$ cat config.mk
export PLATFORM = sky130hd
export DESIGN_NAME = indoor_bike_data_field_parser
export DESIGN_NICKNAME = d
export VERILOG_FILES = /design/src/sv/ibd_pkg.sv /design/src/sv/indoor_bike_data_field_parser.sv /design/src/sv/ibd_parse_core.sv
export SDC_FILE = /design/constraint.sdc
export NUM_CORES = 1
export LEC_CHECK = 0
export ABC_AREA = 1
export BUFFER_PORTS_ARGS = -buffer_cell sky130_fd_sc_hd__clkbuf_2
export CAP_MARGIN = 20
export CORE_ASPECT_RATIO = 1.2
export CORE_MARGIN = 2
export CORE_UTILIZATION = 53
export CTS_CLUSTER_DIAMETER = 40
export DETAILED_ROUTE_END_ITERATION = 10
export GPL_ROUTABILITY_DRIVEN = 0
export PLACE_DENSITY = 0.78
export SYNTH_ARGS = -nofsm -noshare
export SYNTH_HDL_FRONTEND = slang
export SYNTH_SLANG_ARGS = --single-unit
$ cat constraint.sdc
create_clock -name clk -period 4.62 [get_ports clk]
set_input_delay 0.462 -clock clk [delete_from_list [all_inputs] [get_ports clk]]
set_output_delay 0.462 -clock clk [all_outputs]
set_load 0.05 [all_outputs]
$ cat src/sv/ibd_pkg.sv
package ibd_pkg;

  localparam int unsigned CodeW  = 4;
  localparam int unsigned ValueW = 24;
  localparam int unsigned ByteW  = 8;

  localparam logic [CodeW-1:0] CodeFlags      = 4'd0;
  localparam logic [CodeW-1:0] CodeSpeed      = 4'd1;
  localparam logic [CodeW-1:0] CodeAvgSpeed   = 4'd2;
  localparam logic [CodeW-1:0] CodeCadence    = 4'd3;
  localparam logic [CodeW-1:0] CodeAvgCadence = 4'd4;
  localparam logic [CodeW-1:0] CodeDistance   = 4'd5;
  localparam logic [CodeW-1:0] CodeResistance = 4'd6;
  localparam logic [CodeW-1:0] CodePower      = 4'd7;
  localparam logic [CodeW-1:0] CodeAvgPower   = 4'd8;
  localparam logic [CodeW-1:0] CodeEnergy     = 4'd9;
  localparam logic [CodeW-1:0] CodeEnergyHour = 4'd10;
  localparam logic [CodeW-1:0] CodeEnergyMin  = 4'd11;
  localparam logic [CodeW-1:0] CodeHeartRate  = 4'd12;
  localparam logic [CodeW-1:0] CodeMet        = 4'd13;
  localparam logic [CodeW-1:0] CodeElapsed    = 4'd14;
  localparam logic [CodeW-1:0] CodeRemaining  = 4'd15;

  typedef struct packed {
    logic [ByteW-1:0] data_byte;
    logic             record_start;
  } rec_item_t;

  typedef struct packed {
    logic [CodeW-1:0]  field_code;
    logic [ValueW-1:0] field_value;
    logic              last_field;
  } fld_item_t;

  typedef struct packed {
    logic      valid;
    fld_item_t item;
  } core_res_t;

endpackage

$ cat src/sv/indoor_bike_data_field_parser.sv
// channel  | valid      | ready      | payload
// ---------+------------+------------+---------------------------------------
// bytes in | rec_valid  | rec_ready  | rec_item  (data_byte, record_start)
// fields   | fld_valid  | fld_ready  | fld_item  (field_code, field_value,
//          |            |            |            last_field)
// config   | cfg_wr_en  | -          | cfg_wr_data (speed_on_bit0_clear)
//
// one byte per cycle sustained while fld_ready does not stall; a byte is held
// in the input register, and its field, if it completes one, is registered
// from there into the output register
// rst is synchronous; the parser starts idle until a record_start byte
// a stall on fld_ready holds the output register and the input register,
// and rec_ready drops only when both are full
module indoor_bike_data_field_parser (
  input  logic               clk,
  input  logic               rst,
  input  logic               rec_valid,
  output logic               rec_ready,
  input  ibd_pkg::rec_item_t rec_item,
  output logic               fld_valid,
  input  logic               fld_ready,
  output ibd_pkg::fld_item_t fld_item,
  input  logic               cfg_wr_en,
  input  logic               cfg_wr_data
);
  import ibd_pkg::*;

  logic      speed_on_bit0_clear;
  logic      in_full;
  rec_item_t in_item;
  logic      advance;
  core_res_t res;

  assign advance   = !fld_valid || fld_ready;
  assign rec_ready = !in_full || advance;

  ibd_parse_core u_core (
    .clk                 (clk),
    .rst                 (rst),
    .step                (in_full && advance),
    .item                (in_item),
    .speed_on_bit0_clear (speed_on_bit0_clear),
    .res                 (res)
  );

  always_ff @(posedge clk) begin
    if (rst) begin
      speed_on_bit0_clear <= 1'b1;
    end else if (cfg_wr_en) begin
      speed_on_bit0_clear <= cfg_wr_data;
    end
  end

  always_ff @(posedge clk) begin
    if (rst) begin
      in_full <= 1'b0;
    end else if (rec_ready) begin
      in_full <= rec_valid;
    end
  end

  always_ff @(posedge clk) begin
    if (rec_valid && rec_ready) begin
      in_item <= rec_item;
    end
  end

  always_ff @(posedge clk) begin
    if (rst) begin
      fld_valid <= 1'b0;
    end else if (advance) begin
      fld_valid <= res.valid;
    end
  end

  always_ff @(posedge clk) begin
    if (advance && res.valid) begin
      fld_item <= res.item;
    end
  end

endmodule

$ cat src/sv/ibd_parse_core.sv
module ibd_parse_core (
  input  logic               clk,
  input  logic               rst,
  input  logic               step,
  input  ibd_pkg::rec_item_t item,
  input  logic               speed_on_bit0_clear,
  output ibd_pkg::core_res_t res
);
  import ibd_pkg::*;

  logic [15:0]       flag_word, flag_word_next;
  logic [CodeW-1:0]  current_field, current_field_next;
  logic [1:0]        bytes_collected, bytes_collected_next;
  logic [ValueW-1:0] value_accumulator, value_accumulator_next;
  logic              record_done, record_done_next;

  function automatic logic [1:0] field_len(input logic [CodeW-1:0] c);
    unique case (c) inside
      CodeDistance:                          field_len = 2'd3;
      CodeEnergyMin, CodeHeartRate, CodeMet: field_len = 2'd1;
      default:                               field_len = 2'd2;
    endcase
  endfunction

  function automatic logic [3:0] field_bit(input logic [CodeW-1:0] c);
    unique case (c) inside
      CodeFlags, CodeSpeed:                          field_bit = 4'd0;
      CodeEnergy, CodeEnergyHour, CodeEnergyMin:     field_bit = 4'd8;
      CodeHeartRate, CodeMet, CodeElapsed, CodeRemaining:
                                                     field_bit = 4'(c - 4'd3);
      default:                                       field_bit = 4'(c - 4'd1);
    endcase
  endfunction

  logic [15:0]       flags_eff;
  logic [15:0]       present;
  logic [CodeW-1:0]  code_base;
  logic [1:0]        bc_base, bc_inc;
  logic [ValueW-1:0] acc_base, acc_new;
  logic              active, complete;
  logic [CodeW-1:0]  nxt;

  always_comb begin
    code_base = item.record_start ? CodeFlags : current_field;
    bc_base   = item.record_start ? 2'd0 : bytes_collected;
    acc_base  = item.record_start ? '0 : value_accumulator;
    active    = item.record_start || !record_done;

    acc_new = acc_base | (ValueW'(item.data_byte) << {bc_base, 3'b000});
    bc_inc  = bc_base + 2'd1;
    complete = active && (bc_inc >= field_len(code_base));

    flags_eff = (code_base == CodeFlags) ? acc_new[15:0]
              : (item.record_start ? 16'd0 : flag_word);

    for (int c = 0; c < 16; c++) begin
      present[c] = flags_eff[field_bit(CodeW'(c))];
    end
    present[CodeSpeed] = speed_on_bit0_clear ? !flags_eff[0] : flags_eff[0];

    nxt = CodeFlags;
    for (int c = 15; c >= 1; c--) begin
      if (present[c] && (CodeW'(c) > code_base)) nxt = CodeW'(c);
    end

    flag_word_next         = item.record_start ? 16'd0 : flag_word;
    current_field_next     = code_base;
    bytes_collected_next   = bc_base;
    value_accumulator_next = acc_base;
    record_done_next       = record_done && !item.record_start;
    if (active) begin
      if (complete) begin
        if (code_base == CodeFlags) flag_word_next = acc_new[15:0];
        current_field_next     = nxt;
        bytes_collected_next   = 2'd0;
        value_accumulator_next = '0;
        record_done_next       = (nxt == CodeFlags);
      end else begin
        bytes_collected_next   = bc_inc;
        value_accumulator_next = acc_new;
      end
    end

    res.valid            = step && complete;
    res.item.field_code  = code_base;
    res.item.field_value = acc_new;
    res.item.last_field  = (nxt == CodeFlags);
  end

  always_ff @(posedge clk) begin
    if (rst) begin
      flag_word         <= '0;
      current_field     <= CodeFlags;
      bytes_collected   <= '0;
      value_accumulator <= '0;
      record_done       <= 1'b1;
    end else if (step) begin
      flag_word         <= flag_word_next;
      current_field     <= current_field_next;
      bytes_collected   <= bytes_collected_next;
      value_accumulator <= value_accumulator_next;
      record_done       <= record_done_next;
    end
  end

endmodule

After elaboration in Yosys (flattened, before gate mapping). Index checks and enable logic that the tools add are counted.

Flip-flop bits (word level): 88. Bits of input ports: 15. Word-level logic and storage cells: 100.

Add/subtract/negate cells: 1. Magnitude comparators: 16. Equality and inequality tests: 4. Shift operators: 1. Mux-type cells: 32. Bitwise operators: 1. Reductions and logical operators: 32.

Operators with widths (count): $mux W24 (3); $mux W4 (18); $mux W16 (4); $gt A4 B4 Y1 const A (8); $or A24 B24 Y24 (1); $shl A8 B5 Y24 (1); $logic_and A1 B1 Y1 (21); $gt A3 B4 Y1 const A (4); $eq A4 B4 Y1 const B (3); $gt A2 B4 Y1 const A (2); $logic_not A4 Y1 (2); $mux W2 (3); $logic_not A1 Y1 (5); $eq A4 B3 Y1 const B (1); $gt A1 B4 Y1 const A (1); $pmux W2 S2 (1); $logic_or A1 B1 Y1 (3); $mux W1 (3); $reduce_or A3 Y1 (1); $add A2 B1 Y2 const B (1); $ge A2 B2 Y1 (1).

Depth between registers and ports, before layout.
Word-level depth: 23. Depth in mapped cells: 24.

Modules after synthesis. Synthesis repeated with hierarchy kept, for this count alone.

Cells, all modules: 484. Area, all modules: 4037.6 um^2.

Modules (own cells, without submodules): ibd_parse_core (times used 1, cells each 426, area an instance 2748.9 um^2, sequential area each 880.8 um^2); indoor_bike_data_field_parser (times used 1, cells each 58, area an instance 1288.7 um^2, sequential area each 1201.2 um^2).

Worst setup path after synthesis. No wires, ideal clock.

Kind: reg-to-reg. Start point: register in_item[0] (netlist bit). End point: register fld_item[0] (netlist bit) (enable). Library setup time: 376 ps. Data arrival time: 2092 ps. Required time: 4244 ps. Path slack: 2152 ps. Cell stages (with the launch flop): 11. Buffers on the path: 2. Period minus slack after synthesis: 2468 ps. Path through: edfxtp_1 > buf_6 > nor2_2 > nand2_1 > nand2_1 > ha_1 > o21ai_0 > nand2_1 > nand2_1 > nor2_1 > buf_2.

Word-level cells in the longest chain between the ends: 8. Elaborated cells between the ends (all ways): 14. Classes of those cells: 1 x add/sub; 1 x order compare; 4 x eq/ne; 3 x mux; 5 x reduce/logical.

Ends and longest elaborated chain: start, declared (line indoor_bike_data_field_parser.sv:30) `rec_item_t in_item;`; start signal, assigned (line indoor_bike_data_field_parser.sv:64) `in_item <= rec_item;`; $mux W4 (line ibd_parse_core.sv:44) `code_base = item.record_start ? CodeFlags : current_field;`; $eq A4 B4 Y1 (line ibd_parse_core.sv:51) `complete = active && (bc_inc >= field_len(code_base));`; $reduce_or A3 Y1 (line ibd_parse_core.sv:18) `unique case (c) inside`; $pmux W2 S2 (line ibd_parse_core.sv:18); $ge A2 B2 Y1 (line ibd_parse_core.sv:51); $logic_and A1 B1 Y1 * (line ibd_parse_core.sv:51); $logic_and A1 B1 Y1 * (line ibd_parse_core.sv:84) `res.valid = step && complete;`; $logic_and A1 B1 Y1 * (line indoor_bike_data_field_parser.sv:77) `if (advance && res.valid) begin`; end signal, assigned (line indoor_bike_data_field_parser.sv:78) `fld_item <= res.item;`; end, declared (line indoor_bike_data_field_parser.sv:22) `output ibd_pkg::fld_item_t fld_item,`.

Mark *: on every way between the ends. The rest lies on a longest branch, timed or not. A chain may end at the register's enable or synchronous reset.

==> run metrics <==
initial antenna violation count 0; asr flop ratio synth 0; Die Area 8350 sq um; Worst-Skew Late Latency 360 ps; via/cell ratio 5.87; Netlist cell types 38; Routed Antenna Nets 0; first-pass GRT wire length 15600 microns; Initial Utilization 0.553; setup-violating endpoint count in the final report 0; Worst-path clk slew 90 ps; most frequent cells in the layout nand2_1 (151), dfxtp_1 (47), clkbuf_2 (45); number of synthesized flops with an enable pin 38; ys flop type dfxtp_1; most frequent CP cell nand2_1; Post-Syn Instances 484; type of the tightest min-delay check in2reg; synthesized net count 501; via count 3613; CTS tree built; peak supply drop 0.272 mV; gr usage total 0.236; CP Cell Sequence inv_6 > nand2_1 > inv_1 > nand4_1 > nand3_1 > ha_1 > o21ai_0 > nand2_1 > nand2_1 > nor2_4 > buf_4 > nand2_1 > a31oi_1; vias in the first global route 3222; final worst-path cycle share 0.803; Post-CTS Setup Bufs 0; CP Data Required Time 4890 ps; row count 34; clk root buf clkbuf_8; DP HPWL 6700 microns; Port Buffer Count 45; Worst Setup SP in_item[0]$_DFFE_PP_; Core Box Area 7320 sq um; total power 1.44 mW; crit end category flip-flop; Static Leak 1.78 nW; Hold Violations, Final 0; most common cell after layout, fill and taps aside nand2_1; # resized after CTS 0; crit-path max cell delay 900 ps; Mapped Area 4050 sq um; worst clock skew 13.8 ps; slew margin rel. 0.399; first-iteration detailed-routing DRC count 312; Reg power frac 0.564; I/O pin count 46; status finished clean; Pint 1.04 mW; total routed wirelength 9680 microns; Routed wire per std cell 15.7 microns; nets@finish 538; H-tree depth 3; Num CTS Buffers 9; router iterations before antenna repair 5; CP startpoint kind flip-flop; RSZ-0062 raised after global routing false; combinational cell fraction of total power 0.107; chip width 83.8 microns; Avg Inst Size Synth 8.36 sq um; die height 99.7 microns; number of max-cap violations 0; sequential share of the synthesized area 0.515; Worst-Margin Slew 902 ps; Util after Layout 0.610; WP data arrival 3980 ps; beginning of the worst register-to-register path in_item[0]$_DFFE_PP_; FF-to-FF setup slack 910 ps; Slowest cell on crit path edfxtp_1; Hold Crit Start rec_item[4]; Power Dens Cells 322 nW/um^2; CTS Buffer Depth 2; fmax 269 MHz; clock share of power 0.329; TNS Setup 0 ps; Sw Pwr 0.404 mW; Slew Limit Fails 0; area grow syn2layout 10.4%; drc violations 0; Switching Share 0.280; antenna cells 0; CTS Hold Bufs 0; Yosys warning count 0; fin crit period 3710 ps; clock sink count 85; critical setup path kind reg2reg; layout cells sized above 1 0.177; total gr overflow 0; Synth Register Bits 85; largest net degree at the start of global routing 43; Crit Path Max Fanout 42
[worst max-delay path, delay by kind of cell (launching register included)]
kind,cells,cell delay (ps)
adder cells (fa/ha/maj),1,270
AO/OA/AOI/OAI,2,240
buffers and inverters,3,800
flip-flops,1,900
AND/OR/NAND/NOR,7,1360
[logic make-up (layout without fill, tap and decap cells)]
family	after synthesis	count (layout)	share of synthesized area
xor+xnor	1	1	0.00217
buf+inv	67	109	0.0733
flops	85	85	0.515
simple gates	223	223	0.237
fa+ha+maj	2	2	0.00619
compound gates	106	106	0.167
[state kept, by name, summed over array words and instances (netlist names)]
signal,flops
u_core.record_done,1
fld_item,29
u_core.flag_word,13
u_core.current_field,4
fld_valid,1
speed_on_bit0_clear,1
u_core.value_accumulator,24
in_full,1
in_item,9
u_core.bytes_collected,2
[synthesized netlist by cell type (all sizes together) (4+ instances only)]
master,n,area (sq um)
a31oi,11,68.8
buf,11,81.3
nor2,29,139
o31ai,7,57.6
o211ai,18,135
nand2,157,619
o21ai,25,144
clkbuf,11,41.3
dfxtp,47,941
a32o,4,40.0
edfxtp,38,1140
a21oi,35,179
nand3,30,155
inv,44,170
nand4,5,31.3
[per-stage QoR]
step	cells	hold slack (ps)	cell area (sq um)	worst slack (ps)
3_5_place_dp	600	455	4290	1000
5_1_grt	616	250	4460	632
6_report	616	266	4460	908
4_1_cts	616	262	4460	977
2_1_floorplan	484	444	4050	2150
3_3_place_gp	600	452	4290	1140
[worst paths after layout]
check	endpoint	depth (start not counted)
worst max-delay path	u_core.flag_word[10]$_SDFFE_PP0P_	13
worst min-delay path	in_item[4]$_DFFE_PP_	1
worst max register to register	u_core.flag_word[10]$_SDFFE_PP0P_	13
worst min register to register	u_core.value_accumulator[4]$_SDFFE_PP0P_	2
[power by group through the flow]
stage	clock network [mW]	logic, mW	registers (mW)
after floorplan	0	0.106	0.833
after global placement	0	0.149	0.828
after detailed placement	0	0.151	0.829
after CTS	0.475	0.152	0.812
after global routing	0.505	0.169	0.814
final	0.473	0.154	0.812
[routing by layer]
layer / wire length [microns] / part of all wire / up-vias / GRT usage
met5: 0 / 0 / - / 0
met1: 4080 / 0.42 / 1670 / 0.308
li1: - / - / 1723 / -
met2: 4610 / 0.48 / 194 / 0.386
met3: 729 / 0.075 / 26 / 0.0456
met4: 265 / 0.027 / 0 / 0.0993
[cell type report]
type	instances	area, sq um
Multi-Input combinational cell	332	1670
Clock buffer	9	124
Inverter	45	174
Sequential cell	85	2080
Clock inverter	7	50.0
Timing Repair Buffer	48	248
Fill cell	643	2850
Tap cell	90	113
(Power assumes the default switching activity.)
